### src/hdl/jhfp_pkg.sv
`timescale 1ns / 1ps
// ----------------------------------------------------------------------------
// jhfp_pkg
// Shared types and constants for the JPEG frame header parser.
// ----------------------------------------------------------------------------
package jhfp_pkg;

  localparam logic [15:0] SoiMark        = 16'hFFD8;
  localparam logic [15:0] Sof0Mark       = 16'hFFC0;
  localparam logic [3:0]  NibbleMask     = 4'hF;
  localparam logic [3:0]  SofPayloadLast = 4'd14;  // index of the 15th payload byte
  localparam int unsigned NumComp        = 3;

  typedef enum logic [2:0] {
    PhSoi     = 3'd0,
    PhHeader  = 3'd1,
    PhSkip    = 3'd2,
    PhPayload = 3'd3,
    PhDone    = 3'd4
  } phase_e;

  typedef enum logic [2:0] {
    StOk       = 3'd0,
    StBadSoi   = 3'd1,
    StTrunc    = 3'd2,
    StSampling = 3'd3,
    StBadLen   = 3'd4
  } status_e;

  typedef enum logic [2:0] {
    FmtYuv420      = 3'd0,
    FmtYuv422      = 3'd1,
    FmtYuv444      = 3'd2,
    FmtGray        = 3'd3,
    FmtUnsupported = 3'd4
  } fmt_code_e;

  typedef struct packed {
    status_e     status;
    logic [15:0] width;
    logic [15:0] height;
    logic [1:0]  pixel_format;
    logic [7:0]  component_count;
  } result_t;

endpackage

### src/hdl/jhfp_fmt_dec.sv
`timescale 1ns / 1ps
// ----------------------------------------------------------------------------
// jhfp_fmt_dec
// Maps the sampling factors of the first three components to a pixel format.
// ----------------------------------------------------------------------------
module jhfp_fmt_dec
  import jhfp_pkg::*;
(
  input  logic [3:0] h_fac_i [NumComp],
  input  logic [3:0] v_fac_i [NumComp],
  output fmt_code_e  code_o
);

  logic chroma_11;
  logic chroma_12;
  logic chroma_00;

  assign chroma_11 = (h_fac_i[1] == 4'd1) && (v_fac_i[1] == 4'd1) &&
                     (h_fac_i[2] == 4'd1) && (v_fac_i[2] == 4'd1);
  assign chroma_12 = (h_fac_i[1] == 4'd1) && (v_fac_i[1] == 4'd2) &&
                     (h_fac_i[2] == 4'd1) && (v_fac_i[2] == 4'd2);
  assign chroma_00 = (h_fac_i[1] == 4'd0) && (v_fac_i[1] == 4'd0) &&
                     (h_fac_i[2] == 4'd0) && (v_fac_i[2] == 4'd0);

  // First match wins, in the order the formats are listed.
  always_comb begin
    if (chroma_11 && h_fac_i[0] == 4'd2 && v_fac_i[0] == 4'd2) begin
      code_o = FmtYuv420;
    end else if (chroma_11 && h_fac_i[0] == 4'd4 && v_fac_i[0] == 4'd1) begin
      code_o = FmtUnsupported;
    end else if (chroma_11 && h_fac_i[0] == 4'd2 && v_fac_i[0] == 4'd1) begin
      code_o = FmtYuv422;
    end else if (chroma_11 && h_fac_i[0] == 4'd1 && v_fac_i[0] == 4'd1) begin
      code_o = FmtYuv444;
    end else if (chroma_12 && h_fac_i[0] == 4'd1 && v_fac_i[0] == 4'd2) begin
      code_o = FmtYuv444;
    end else if (chroma_11 && h_fac_i[0] == 4'd1 && v_fac_i[0] == 4'd2) begin
      code_o = FmtUnsupported;
    end else if (chroma_00) begin
      code_o = FmtGray;
    end else begin
      code_o = FmtUnsupported;
    end
  end

endmodule

### src/hdl/jpeg_header_format_parser.sv
`timescale 1ns / 1ps
// ----------------------------------------------------------------------------
// jpeg_header_format_parser
// Checks the start-of-image marker, skips segments and decodes the SOF0 frame
// header of a JPEG byte stream into size, component count and pixel format.
// ----------------------------------------------------------------------------
// Results are registered in the output stage before they appear on the
// master side.
// Throughput: one byte per cycle while the skid entry is empty; a two-entry
// output stage keeps the input open while one result waits downstream.
// Reset: rst_ni clears the parser to the start-marker check and empties the
// output stage.
module jpeg_header_format_parser
  import jhfp_pkg::*;
(
  input  logic        clk_i,
  input  logic        rst_ni,
  input  logic        s_axis_tvalid_i,
  output logic        s_axis_tready_o,
  input  logic [7:0]  s_axis_tdata_i,   // [7:0] data_byte
  input  logic        s_axis_tlast_i,   // last_byte
  output logic        m_axis_tvalid_o,
  input  logic        m_axis_tready_i,
  // [15:0] width, [31:16] height, [33:32] pixel_format,
  // [41:34] component_count, [47:42] zero
  output logic [47:0] m_axis_tdata_o,
  output logic [2:0]  m_axis_tuser_o    // [2:0] status
);

  phase_e      phase_q, phase_d;
  logic [3:0]  idx_q, idx_d;
  logic [15:0] skip_q, skip_d;
  logic [15:0] marker_q, marker_d;
  logic [7:0]  len_hi_q, len_hi_d;
  logic [15:0] height_q, height_d;
  logic [15:0] width_q, width_d;
  logic [7:0]  comps_q, comps_d;
  logic [3:0]  h_fac_q [NumComp];
  logic [3:0]  h_fac_d [NumComp];
  logic [3:0]  v_fac_q [NumComp];
  logic [3:0]  v_fac_d [NumComp];

  logic        accept;
  logic [7:0]  in_byte;
  logic        res_valid;
  result_t     res;
  fmt_code_e   fmt_code;
  logic [15:0] seg_len;
  logic [15:0] skip_dec;
  logic [1:0]  comp_sel;
  logic        comp_hit;

  assign accept  = s_axis_tvalid_i && s_axis_tready_o;
  assign in_byte = s_axis_tdata_i;
  assign seg_len = {len_hi_q, in_byte};
  assign skip_dec = skip_q - 16'd1;

  jhfp_fmt_dec u_fmt_dec (
    .h_fac_i (h_fac_q),
    .v_fac_i (v_fac_q),
    .code_o  (fmt_code)
  );

  // The sampling-factor bytes of the component triples are payload bytes 7, 10 and 13.
  always_comb begin
    comp_hit = 1'b1;
    comp_sel = 2'd0;
    case (idx_q)
      4'd7:    comp_sel = 2'd0;
      4'd10:   comp_sel = 2'd1;
      4'd13:   comp_sel = 2'd2;
      default: comp_hit = 1'b0;
    endcase
  end

  always_comb begin
    phase_d  = phase_q;
    idx_d    = idx_q;
    skip_d   = skip_q;
    marker_d = marker_q;
    len_hi_d = len_hi_q;
    height_d = height_q;
    width_d  = width_q;
    comps_d  = comps_q;
    h_fac_d  = h_fac_q;
    v_fac_d  = v_fac_q;
    res_valid = 1'b0;
    res       = '{status: StOk, width: '0, height: '0, pixel_format: '0,
                  component_count: '0};

    unique case (phase_q)
      PhSoi: begin
        if (idx_q == 4'd0) begin
          marker_d = {in_byte, 8'h00};
          idx_d    = 4'd1;
        end else begin
          marker_d = {marker_q[15:8], in_byte};
          idx_d    = 4'd0;
          if ({marker_q[15:8], in_byte} != SoiMark) begin
            res_valid  = 1'b1;
            res.status = StBadSoi;
            phase_d    = PhDone;
          end else begin
            phase_d = PhHeader;
          end
        end
      end
      PhHeader: begin
        case (idx_q)
          4'd0: begin
            marker_d = {in_byte, 8'h00};
            idx_d    = 4'd1;
          end
          4'd1: begin
            marker_d = {marker_q[15:8], in_byte};
            idx_d    = 4'd2;
          end
          4'd2: begin
            len_hi_d = in_byte;
            idx_d    = 4'd3;
          end
          default: begin
            idx_d = 4'd0;
            if (marker_q == Sof0Mark) begin
              phase_d = PhPayload;
            end else if (seg_len < 16'd2) begin
              res_valid  = 1'b1;
              res.status = StBadLen;
              phase_d    = PhDone;
            end else begin
              skip_d  = seg_len - 16'd2;
              phase_d = (seg_len == 16'd2) ? PhHeader : PhSkip;
            end
          end
        endcase
      end
      PhSkip: begin
        if (skip_q != 16'd0) begin
          skip_d = skip_dec;
        end
        if (skip_q == 16'd0 || skip_dec == 16'd0) begin
          phase_d = PhHeader;
          idx_d   = 4'd0;
        end
      end
      PhPayload: begin
        case (idx_q)
          4'd1:    height_d = {in_byte, 8'h00};
          4'd2:    height_d = {height_q[15:8], in_byte};
          4'd3:    width_d  = {in_byte, 8'h00};
          4'd4:    width_d  = {width_q[15:8], in_byte};
          4'd5:    comps_d  = in_byte;
          default: ;
        endcase
        if (comp_hit && ({6'd0, comp_sel} < comps_q)) begin
          h_fac_d[comp_sel] = in_byte[7:4];
          v_fac_d[comp_sel] = in_byte[3:0] & NibbleMask;
        end
        idx_d = idx_q + 4'd1;
        if (idx_q == SofPayloadLast) begin
          // The factors of the last component were registered with the byte
          // before, so the decode already sees all three components here.
          idx_d     = 4'd0;
          res_valid = 1'b1;
          phase_d   = PhDone;
          res.component_count = comps_q;
          if (fmt_code == FmtUnsupported) begin
            res.status = StSampling;
          end else begin
            res.status       = StOk;
            res.width        = width_q;
            res.height       = height_q;
            res.pixel_format = fmt_code[1:0];
          end
        end
      end
      PhDone: ;
      default: ;
    endcase

    if (s_axis_tlast_i) begin
      if (!res_valid && phase_q != PhDone) begin
        res_valid = 1'b1;
        res       = '{status: StTrunc, width: '0, height: '0, pixel_format: '0,
                      component_count: '0};
      end
      phase_d  = PhSoi;
      idx_d    = '0;
      skip_d   = '0;
      marker_d = '0;
      len_hi_d = '0;
      height_d = '0;
      width_d  = '0;
      comps_d  = '0;
      for (int i = 0; i < NumComp; i++) begin
        h_fac_d[i] = '0;
        v_fac_d[i] = '0;
      end
    end
  end

  always_ff @(posedge clk_i or negedge rst_ni) begin
    if (!rst_ni) begin
      phase_q  <= PhSoi;
      idx_q    <= '0;
      skip_q   <= '0;
      marker_q <= '0;
      len_hi_q <= '0;
      height_q <= '0;
      width_q  <= '0;
      comps_q  <= '0;
      for (int i = 0; i < NumComp; i++) begin
        h_fac_q[i] <= '0;
        v_fac_q[i] <= '0;
      end
    end else if (accept) begin
      phase_q  <= phase_d;
      idx_q    <= idx_d;
      skip_q   <= skip_d;
      marker_q <= marker_d;
      len_hi_q <= len_hi_d;
      height_q <= height_d;
      width_q  <= width_d;
      comps_q  <= comps_d;
      h_fac_q  <= h_fac_d;
      v_fac_q  <= v_fac_d;
    end
  end

  // Output stage: a head register toward the bus and one skid entry behind it.
  logic    out_valid_q;
  logic    skid_valid_q;
  result_t out_q;
  result_t skid_q;
  logic    produce;
  logic    head_free;

  assign produce   = accept && res_valid;
  assign head_free = !out_valid_q || m_axis_tready_i;

  always_ff @(posedge clk_i or negedge rst_ni) begin
    if (!rst_ni) begin
      out_valid_q  <= 1'b0;
      skid_valid_q <= 1'b0;
    end else if (head_free) begin
      if (skid_valid_q) begin
        out_valid_q  <= 1'b1;
        skid_valid_q <= produce;
      end else begin
        out_valid_q <= produce;
      end
    end else if (produce) begin
      skid_valid_q <= 1'b1;
    end
  end

  always_ff @(posedge clk_i) begin
    if (head_free) begin
      if (skid_valid_q) begin
        out_q <= skid_q;
        if (produce) begin
          skid_q <= res;
        end
      end else if (produce) begin
        out_q <= res;
      end
    end else if (produce) begin
      skid_q <= res;
    end
  end

  assign s_axis_tready_o = !skid_valid_q;
  assign m_axis_tvalid_o = out_valid_q;
  assign m_axis_tuser_o  = out_q.status;
  assign m_axis_tdata_o  = {6'd0, out_q.component_count, out_q.pixel_format,
                            out_q.height, out_q.width};

endmodule

### config.mk
export PLATFORM = sky130hd
export DESIGN_NAME = jpeg_header_format_parser
export DESIGN_NICKNAME = d
export VERILOG_FILES = /design/src/hdl/jhfp_pkg.sv /design/src/hdl/jhfp_fmt_dec.sv /design/src/hdl/jpeg_header_format_parser.sv
export SDC_FILE = /design/constraint.sdc
export NUM_CORES = 1
export LEC_CHECK = 0
export BUFFER_PORTS_ARGS = -buffer_cell sky130_fd_sc_hd__buf_2
export CAP_MARGIN = 5
export CORE_ASPECT_RATIO = 0.5
export CORE_UTILIZATION = 55
export DETAILED_ROUTE_END_ITERATION = 6
export HOLD_SLACK_MARGIN = 0.02
export PLACE_DENSITY = 0.78
export SLEW_MARGIN = 20
export SYNTH_ARGS = -nofsm -noshare
export SYNTH_HDL_FRONTEND = slang
export SYNTH_HIERARCHICAL = 1
export SYNTH_SLANG_ARGS = --single-unit
### constraint.sdc
create_clock -name clk_i -period 10.4 [get_ports clk_i]
set_input_delay 1.04 -clock clk_i [delete_from_list [all_inputs] [get_ports clk_i]]
set_output_delay 1.04 -clock clk_i [all_outputs]
set_load 0.02 [all_outputs]
### Word level (Yosys, flattened, before mapping)

Index checks and enable logic that the tools add are counted.

| operators by class | value |
|---|---|
| add/sub/neg operators | 3 |
| $lt $le $gt $ge | 4 |
| equality and inequality tests | 42 |
| multiplexer cells | 87 |
| bitwise gates (word level) | 1 |
| reductions and logical operators | 67 |

Operator list:

| cell | count |
|---|---|
| $mux 45 | 8 |
| $mux 16 | 11 |
| $pmux 16 s2 | 5 |
| $mux 12 | 6 |
| $mux 3 | 18 |
| $mux 8 | 6 |
| $mux 42 | 1 |
| $mux 34 | 1 |
| $ne 3x3->1 const B | 11 |
| $logic_not 16->1 | 2 |
| $eq 4x1->1 const B | 7 |
| $bwmux 12 | 2 |
| $eq 4x2->1 const B | 6 |
| $logic_and 1x1->1 | 24 |
| $reduce_and 3->1 | 7 |
| $logic_not 4->1 | 5 |
| $reduce_bool 2->1 | 9 |
| $eq 16x16->1 const B | 1 |
| $eq 16x2->1 const B | 1 |
| $eq 4x3->1 const B | 4 |
| $lt 16x2->1 const B | 1 |
| $mux 1 | 16 |
| $mux 4 | 4 |
| $ne 16x16->1 const B | 1 |
| 32 further kinds | 47 |

| word-level totals | value |
|---|---|
| register bits | 203 |
| input port bits | 13 |
| output and inout port bits | 53 |
| logic and storage cells | 233 |

### Longest topological paths before layout

Gate-level depths: netlist of the first run.

| logic depth | value |
|---|---|
| depth in word-level cells | 21 |
| mapped depth | 10 |
| gate-level depth less buffers | 9 |

### Cells and area by module

The synthesis of the first run kept the hierarchy.

By module, submodules not included:

| module | instances | cells an instance | area each (µm²) | sequential area each (µm²) |
|---|---|---|---|---|
| jpeg_header_format_parser | 1 | 850 | 9580.4 | 5530.3 |
| jhfp_fmt_dec | 1 | 23 | 173.9 | 0.0 |

### Least setup slack after synthesis of the first run

No wires, ideal clock.

| timing path | value |
|---|---|
| path kind | input port to flip-flop |
| start point | in s_axis_tdata_i[4] |
| end point | reg skid_q[0] (netlist bit) (enable) |
| library setup time | 503 ps |
| arrival | 5419 ps |
| required time | 9897 ps |
| slack | 4478 ps |
| stages on the path | 7 |
| path buffers | 1 |
| cells stage by stage | clkbuf_1 > nor4_2 > and4b_1 > nor3b_1 > and3_1 > o41ai_2 > nor3_1 |

RTL lines:

| item | RTL line | text |
|---|---|---|
| start: declaration | jpeg_header_format_parser.sv:20 | `input logic [7:0] s_axis_tdata_i,` |
| end signal: assignment | jpeg_header_format_parser.sv:262 | `skid_q <= res;` |
| end signal: assignment | jpeg_header_format_parser.sv:268 | `skid_q <= res;` |
| end: declaration | jpeg_header_format_parser.sv:234 | `result_t skid_q;` |

### Worst setup path after layout of the first run

| timing path | value |
|---|---|
| start point | reg skid_valid_q |
| end point | reg width_q[0] |

| between the ends | value |
|---|---|
| longest elaborated chain between the ends | 3 |

RTL lines:

| item | RTL line | text |
|---|---|---|
| start: declaration | jpeg_header_format_parser.sv:232 | `logic skid_valid_q;` |
| start signal: assignment | jpeg_header_format_parser.sv:248 | `skid_valid_q <= produce;` |
| $logic_not 1->1 | jpeg_header_format_parser.sv:272 | `assign s_axis_tready_o = !skid_valid_q;` |
| $logic_and 1x1->1 | jpeg_header_format_parser.sv:53 | `assign accept = s_axis_tvalid_i && s_axis_tready_o;` |
| $reduce_and 3->1 (no source line) | n/a |  |
| end signal: assignment | jpeg_header_format_parser.sv:223 | `width_q <= width_d;` |
| end: declaration | jpeg_header_format_parser.sv:36 | `logic [15:0] width_q, width_d;` |

Every way passes these cells.
A chain may end at the register's enable or synchronous reset.

==> results.yml, run 1 <==
outcome:
  status: "completed"
cts:
  cts_setup_buffers: 0
  cts_hold_buf: 0
  cts_buffers: 19
  clk_path_buf_depth: 3
  clock-sinks: 203
  insertion_delay_ps: 490
  cts_tree: "built"
  cts_resized: 0
  cts_root_buf: "clkbuf_16"
  h-tree-depth: 1
  path_clk_slew_ps: 60
detailed_routing:
  drt-pass1-iter-count: 5
  drc: 0
  wl_per_cell_um: 18.82
  drt-initial-drc-count: 635
  drtAntennaViolNets: 0
  num_vias: 7001
  vias_per_cell: 6.077
  routed_wl_mm: 21.68
floorplanning:
  start_util_pct: 57.90
  io_pins: 66
  core_um2: 16850
  fp-row-count: 33
  die_area_um2: 18300
  fp.dieW_um: 190.3
  die-height_um: 96.17
critical_path:
  r2r-start: "skid_valid_q"
  max_stage_delay_ps: 920
  critPathSlowestCell: "nand2_1"
  cpLargestDelayFamily: "simple AND/OR/NAND/NOR gates"
  path_buf_inv: 1
  ff2ff_path_depth: 7
  path_cells: "clkinv_2 > nand2_1 > nor2_1 > o21ai_1 > and2_1 > nand2_1 > o21ai_0"
  r2r-end: "width_q[0]"
  crit_path_end_kind: "flop"
  critPathMaxFanout: 50
  start_kind: "flop"
  cp_common_cell: "nand2_1"
  worstPathArrival_ps: 3850
  crit_required_ps: 10790
  r2r_slack_ps: 6940
  critical_path_class: "flop to flop"
yosys:
  yosysUniqueCellTypes: 69
  synth-compound-area-share_pct: 9.928
  ys_seq_area_share_pct: 56.70
  muxShareOfSynthArea_pct: 10.53
  synth-edff-count: 90
  postSynthCellCount: 873
  syn_area_per_cell_um2: 11.17
  netlist.area_leader.share_pct: 28.99
  yosys.area_share.xor_xnor_pct: 1.077
  synth_top_area_cell: "dfrtp_1"
  synth_area_um2: 9754
  synth_top_family_by_area: "simple AND/OR/NAND/NOR gates"
  synth_fa_ha_area_share_pct: 0.5131
  async_flop_share_pct: 55.67
  yosys_warnings: 6
  synth_area_leaders: "dfrtp_1 29%, edfxtp_1 28%, mux2_2 8.0%, o21ai_0 3.8%, nand2_1 3.0%"
  synth-simple-area-share_pct: 17.91
  synth_seq_cells: 203
  synth-main-ff-cell: "dfrtp_1"
finish:
  drive_gt1_share_pct: 20.22
  final_common_cell: "dfrtp_1"
  diodes: 0
  fillers: 1307
  area_growth_pct: 10.98
  final_cell_mix: "113 x dfrtp_1, 90 x edfxtp_1, 79 x nand2_1"
  fin_nets: 929
global_routing:
  grt_first_pass_wirelength_mm: 34.56
  grt_overflow: 0
  grt_max_degree: 64
  first_global_vias: 6554
  antenna_found_initial: 0
  grt_usage_pct: 24.39
sta:
  drv_slew: 0
  worst_pin_slew_ps: 1047
  slew_headroom_pct: 29.97
  fin_worst_skew_ps: 13.50
  setup_viol: 0
  hold-worst-slack_ps: 476.1
  period_minus_slack_ps: 3464
  max_freq_ghz: 0.2887
  final-hold-violation-count: 0
  timing.final.crit_share_pct: 33.31
  rsz0062_at_grt: "false"
  tns_ps: 0
hold_path:
  hold_end: "width_q[10]"
  min_from: "width_q[10]"
  min_delay_path_depth: 2
  hold_class: "flop to flop"
placement:
  place_congestion: 0.8999
  dp_hpwl_mm: 14.21
  port_buffers: 59
power_and_ir_drop:
  total_leakage_power_uw: 0.004521
  p_per_area_nw_per_um2: 206.9
  peakVddDrop_mv: 0.1394
flow_run:
  max-cap-violations: 0
registers in the layout, indices dropped and copies added, names as in the netlist:
register / flops
skid_valid_q: 1
phase_q: 3
idx_q: 4
v_fac_q: 12
m_axis_tdata_o: 42
m_axis_tuser_o: 3
m_axis_tvalid_o: 1
skid_q: 45
comps_q: 8
skip_q: 16
h_fac_q: 12
marker_q: 16
width_q: 16
len_hi_q: 8
height_q: 16
worst max-delay path by stage:
| stage | from | end | slack (ps) | cells past startpoint |
|---|---|---|---|---|
| 4_1_cts | skid_valid_q | v_fac_q[7] | 6820 | 6 |
| 5_1_grt | skid_valid_q | width_q[0] | 6580 | 7 |
| 6_report | skid_valid_q | width_q[0] | 6940 | 7 |
| 2_1_floorplan | s_axis_tdata_i[4] | skid_q[0] | 4480 | 7 |
| 3_3_place_gp | s_axis_tdata_i[7] | skid_q[11] | 6630 | 8 |
| 3_5_place_dp | s_axis_tdata_i[7] | skid_q[14] | 6530 | 8 |
final cells by class:
| type | instances | area (um^2) | area share (%) |
|---|---|---|---|
| Sequential cell | 203 | 5530 | 51.09 |
| Tap cell | 227 | 284.0 | 2.624 |
| Clock inverter | 9 | 103.9 | 0.9593 |
| Multi-Input combinational cell | 597 | 3948 | 36.47 |
| Timing Repair Buffer | 65 | 342.8 | 3.167 |
| Inverter | 26 | 98.84 | 0.9131 |
| Clock buffer | 25 | 518.0 | 4.785 |
cell families (layout without fill, tap and decap cells):
family,after synthesis,in the layout
AND/OR/NAND/NOR,323,323
flip-flops,203,203
AO/OA/AOI/OAI,158,158
multiplexers,94,94
buffers and inverters,78,125
XOR/XNOR,12,12
adder cells (fa/ha/maj),4,4
other,1,6
worst min-delay path, cell delays in order, from the launching register on:
cell     delay [ps]
dfrtp_1         340
nand2_1          40
o21ai_0          60
per-stage QoR:
step | utilization (%) | worst slack [ps] | instance area (um^2) | instances | power (uW)
6_report | 64.26 | 6936 | 10830 | 1152 | 2240
5_1_grt | 64.26 | 6579 | 10830 | 1152 | 2339
4_1_cts | 64.23 | 6824 | 10820 | 1152 | 2248
3_5_place_dp | 60.54 | 6532 | 10200 | 1118 | 1549
3_3_place_gp | 60.54 | 6632 | 10200 | 1118 | 1530
2_1_floorplan | - | 4478 | 9773 | 878 | 1409
Yosys cell counts (4+ instances only):
master    instances
dfrtp_1         113
edfxtp_1         90
nand2_1          79
o21ai_0          74
mux2_2           69
nor2_1           61
clkbuf_1         40
and3_1           35
a21oi_1          26
inv_1            26
nand3_1          26
mux2i_1          25
nor2b_1          19
nor3_1           16
nand2b_1         15
nor4_1           15
and2_1           13
a31oi_1           9
o41ai_1           9
buf_4             7
xor2_1            7
nand4_1           6
nand4b_1          5
o21a_1            5
o31ai_1           5
xnor2_1           5
ha_1              4
o21ai_1           4
o22ai_1           4
or4_1             4
power by group:
group / internal, uW / switching (uW) / leakage, uW
clock network: 404 / 298 / 0.000309
logic: 168 / 308 / 0.00185
registers: 988 / 73.7 / 0.00236
metal layers:
| layer | GRT usage [%] | routed length [um] | vias up |
|---|---|---|---|
| met1 | 34.80 | 9933 | 3452 |
| met5 | 0 | 0 | - |
| met3 | 4.666 | 1669 | 43 |
| li1 | - | - | 3249 |
| met2 | 38.42 | 9564 | 257 |
| met4 | 6.600 | 515 | 0 |
Power figures use the tool's default switching activity.
==> inputs of run 2 (changes only) <==
- clock period: 10.4 -> 3.31 ns (I/O delays scaled with it)
==> results.yml, run 2 (synthesis gave the netlist of run 1 again) <==
sta:
  timing.final.crit_share_pct: 92.65
  worst_pin_slew_ps: 1002
  period_minus_slack_ps: 3067
  setup_viol: 0
  tns_ps: 0
  drv_slew: 0
  fin_worst_skew_ps: 18.58
  rsz0062_at_grt: "false"
  slew_headroom_pct: 32.73
  final-hold-violation-count: 0
  max_freq_ghz: 0.3261
finish:
  regMostFlops: "skid_q"
  drive_gt1_share_pct: 20.58
  area_growth_pct: 11.93
  final_common_cell: "dfrtp_1"
  final_cell_mix: "113 x dfrtp_1, 90 x edfxtp_1, 79 x nand2_1"
  multi_input_area_um2: 3950
  regArea_um2: 5530
  diodes: 0
  fillers: 1310
  largest_reg_flops: 45
  fin_nets: 942
placement:
  port_buffers: 59
  dp_hpwl_mm: 14.41
  place_congestion: 0.9444
detailed_routing:
  drc: 0
  drtAntennaViolNets: 0
  drt-pass1-iter-count: 6
  vias_per_cell: 5.936
  drt-initial-drc-count: 625
  wl_per_cell_um: 18.46
  routed_wl_mm: 21.50
  num_vias: 6915
critical_path:
  r2r-end: "skid_q[34]"
  start_kind: "flop"
  ff2ff_path_depth: 8
  worstPathArrival_ps: 3240
  r2r-start: "len_hi_q[2]"
  critical_path_class: "flop to flop"
  crit_required_ps: 3480
  r2r_slack_ps: 240
  critPathMaxFanout: 45
  crit_path_end_kind: "flop"
hold_path:
  hold_class: "primary input to flop"
  hold_end: "skid_valid_q"
  min_delay_path_depth: 3
  min_from: "s_axis_tvalid_i"
floorplanning:
  fp.dieW_um: 190.3
  io_pins: 66
  die-height_um: 96.17
  die_area_um2: 18300
  fp-row-count: 33
  start_util_pct: 57.90
  core_um2: 16850
cts:
  clk_path_buf_depth: 3
  path_clk_slew_ps: 70
  cts_root_buf: "clkbuf_16"
  cts_buffers: 19
  cts_tree: "built"
  cts_resized: 0
  clock-sinks: 203
  insertion_delay_ps: 500
  h-tree-depth: 1
power_and_ir_drop:
  p_sw_share_pct: 30.90
  p_per_area_nw_per_um2: 637.2
  combPwrFrac_pct: 22.2
  p_seq_share_pct: 48.0
  totalPowerFinal_uw: 6956
  peakVddDrop_mv: 0.4545
  p_switching_uw: 2149
  total_leakage_power_uw: 0.004560
  p_int_uw: 4807
  power_frac_clock_pct: 29.9
global_routing:
  grt_overflow: 0
  grt_usage_pct: 24.42
  first_global_vias: 6591
  antenna_found_initial: 0
  grt_max_degree: 62
  grt_first_pass_wirelength_mm: 34.58
flow_run:
  max-cap-violations: 0
outcome:
  status: "completed"
## run 2: cell count changes in the layout (fill, tap and decap cells not counted), moves of 2 or more
cell and change:
buf_4 +9, clkinv_2 -5, clkinv_1 +6, clkbuf_8 -2, buf_12 +3, clkinvlp_4 +2
## run 2: worst max-delay path by stage
stage | start | to | depth (start not counted)
floorplan | len_hi_q[2] | m_axis_tdata_o[0] | 6
global placement | s_axis_tdata_i[7] | skid_q[18] | 9
detailed placement | s_axis_tdata_i[7] | skid_q[27] | 9
CTS | len_hi_q[2] | skid_q[10] | 8
global route | len_hi_q[2] | skid_q[10] | 8
finish | len_hi_q[2] | skid_q[34] | 8
## run 2: through the flow
step	hold slack [ps]	std cells	setup slack, ps	instance area, um^2	utilization (%)
finish	107.5	1165	243.1	10920	64.81
global route	106.4	1165	136.8	10920	64.81
CTS	99.64	1165	337.5	10920	64.81
detailed placement	462.1	1130	331.3	10330	61.33
global placement	455.6	1130	436.2	10330	61.33
floorplan	35.41	878	32.19	9791	-
## run 2: layer usage
layer  vias to the layer above  part of all wire (%)  track usage [%]
met3                        39                   7.8            5.432
met4                         0                   1.7            6.133
met2                       239                    43            37.52
met1                      3355                    48            35.26
met5                         -                     0                0
li1                       3282                     -                -
## run 2: power groups by stage
stage | Clock [uW] | Combinational (uW) | Sequential, uW
finish | 2080 | 1540 | 3340
global route | 2210 | 1690 | 3380
global placement | 0 | 1500 | 3360
CTS | 2120 | 1550 | 3340
detailed placement | 0 | 1540 | 3380
floorplan | 0 | 914 | 3510
## run 2: worst max-delay path, stage by stage (launching register included)
cell,delay [ps]
dfrtp_1,420
nor4_1,540
and4b_1,370
nor3b_1,320
and3_1,310
o41ai_2,90
buf_4,180
nor3_4,190
buf_12,250
## run 2: what timing repair did
item                                   4_1_cts  5_1_grt
hold buffers                                 1        0
endpoints found under the hold margin       60        0
setup buffers                                0        0
## run 2: cell type report
type,count,area share (%)
Timing Repair Buffer,78,4.401
Multi-Input combinational cell,597,36.18
Inverter,26,0.8939
Tap cell,227,2.601
Sequential cell,203,50.65
Clock buffer,22,4.458
Clock inverter,12,0.8137
==> inputs of run 3 (changes only) <==
--- a/config.mk
+++ b/config.mk
@@ -6,4 +6,5 @@
 export NUM_CORES = 1
 export LEC_CHECK = 0
+export ABC_CLOCK_PERIOD_IN_PS = 3310
 export BUFFER_PORTS_ARGS = -buffer_cell sky130_fd_sc_hd__buf_2
 export CAP_MARGIN = 5
==> constraint.sdc (replaced) <==
create_clock -name clk_i -period 3.31 [get_ports clk_i]
set_input_delay 0.1655 -clock clk_i [delete_from_list [all_inputs] [get_ports clk_i]]
set_output_delay 0.1655 -clock clk_i [all_outputs]
set_load 0.02 [all_outputs]
==> results.yml, run 3 (synthesis gave the netlist of run 1 again) <==
critical_path:
  startpoint: "len_hi_q[2]"
  crit_required_ps: 3440
  crit_path_end_kind: "flop"
  worstPathArrival_ps: 3250
  ff2ff_path_depth: 7
  critical_path_class: "flop to flop"
  critPathMaxFanout: 45
  r2r-start: "len_hi_q[2]"
  start_kind: "flop"
power_and_ir_drop:
  p_int_uw: 5023
  p_sw_share_pct: 29.82
  power_frac_clock_pct: 32.0
  p_switching_uw: 2135
  total_leakage_power_uw: 0.004604
  peakVddDrop_mv: 0.3944
  p_per_area_nw_per_um2: 651.2
  totalPowerFinal_uw: 7157
  p_seq_share_pct: 46.6
  combPwrFrac_pct: 21.4
sta:
  max_freq_ghz: 0.3202
  worst_pin_slew_ps: 1078
  hold-worst-slack_ps: 129.6
  slew_headroom_pct: 27.63
  final-hold-violation-count: 0
  period_minus_slack_ps: 3123
  fin_worst_skew_ps: 7.466
  tns_ps: 0
  drv_slew: 0
  timing.final.crit_share_pct: 94.34
  rsz0062_at_grt: "false"
  setup_viol: 0
finish:
  area_growth_pct: 12.67
  final_cell_mix: "113 x dfrtp_1, 90 x edfxtp_1, 79 x nand2_1"
  drive_gt1_share_pct: 21.00
  regMostFlops: "skid_q"
  final_util_pct: 65.24
  fin_nets: 942
  diodes: 0
  final_common_cell: "dfrtp_1"
  finalNonFillerCells: 1165
  largest_reg_flops: 45
global_routing:
  use_met3_pct: 5.614
  antenna_found_initial: 0
  grt_use_met1_pct: 35.48
  grt-busiest-layer: "met2"
  first_global_vias: 6612
  use_met2_pct: 37.42
  grt_first_pass_wirelength_mm: 34.58
  grt_overflow: 0
  grt_max_degree: 114
  grt_usage_pct: 24.38
hold_path:
  min_delay_path_depth: 3
  min_from: "m_axis_tready_i"
  hold_class: "primary input to flop"
detailed_routing:
  drt-pass1-iter-count: 5
  drc: 0
  vias_per_cell: 6.045
  wl_per_cell_um: 18.55
  drt-initial-drc-count: 757
  drtAntennaViolNets: 0
  routed_wl_mm: 21.61
  num_vias: 7043
cts:
  h-tree-depth: 1
  cts_tree: "built"
  cts_setup_buffers: 0
  cts_root_buf: "clkbuf_16"
  insertion_delay_ps: 490
  path_clk_slew_ps: 60
  clk_path_buf_depth: 3
  cts_buffers: 19
  clock-sinks: 203
floorplanning:
  die-height_um: 96.17
  die_area_um2: 18300
  start_util_pct: 57.90
  io_pins: 66
  core_um2: 16850
  fp-row-count: 33
  fp.dieW_um: 190.3
flow_run:
  max-cap-violations: 0
placement:
  dpl.cell_count: 1128
  place_congestion: 0.9077
  port_buffers: 59
  dp_hpwl_mm: 14.28
outcome:
  status: "completed"
[run 3: cell types whose count changed in the layout (fill, tap and decap cells not counted), sizes merged]
cell         change
dlygate4sd3      +2
clkinvlp         -1
buf              -2
clkbuf           +2
bufinv           +2
clkinv           -3
[run 3: what timing repair did]
| item | in CTS | in global routing |
|---|---|---|
| endpoints found under the hold margin | 114 | 0 |
| gates resized for setup | 0 | 0 |
| hold buffers | 3 | 0 |
[run 3: per-stage QoR]
stage	setup slack, ps	cell area, um^2
floorplan	32.19	9791
global placement	293.5	10300
detailed placement	262.9	10300
CTS	243.0	10990
global route	58.67	10990
finish	187.3	10990
[run 3: area by class of cell]
cell class / count / area (um^2)
clock inverters: 10 / 130.1
repair buffers: 78 / 473.0
inverters: 26 / 97.59
clock buffers: 24 / 525.5
fillers: 1255 / 5856
multi-input cells: 597 / 3950
well taps: 227 / 284.0
flip-flops and latches: 203 / 5530
[run 3: path summary, 6_finish.rpt]
| path | end | slack (ps) |
|---|---|---|
| setup reg to reg | skid_q[37] | 190 |
| max in group asynchronous | width_q[14] | 2530 |
| hold reg to reg | width_q[11] | 470 |
| min in group asynchronous | skip_q[2] | 250 |
| hold / removal | skid_valid_q | 130 |
| setup / recovery | skid_q[37] | 190 |
[run 3: critical path: stages, from the launching register on]
cell and delay [ps]:
dfrtp_1 420, nor4_1 450, and4b_1 380, nor3b_1 300
and3_1 300, o41ai_2 170, nor3_4 200, buf_4 500
[run 3: power by group through the flow]
stage | sequential, uW | combinational [uW] | clock [uW]
6_report | 3340 | 1530 | 2290
5_1_grt | 3380 | 1670 | 2440
4_1_cts | 3330 | 1530 | 2320
3_5_place_dp | 3380 | 1520 | 0
3_3_place_gp | 3360 | 1480 | 0
2_1_floorplan | 3510 | 914 | 0
[run 3: metal layers]
metal / wire (um) / part of all wire [%] / vias to the layer above
met2: 9362 / 43 / 312
met3: 1811 / 8.4 / 31
met1: 10100 / 47 / 3438
met4: 342 / 1.6 / 0
li1: - / - / 3262
met5: 0 / 0 / -
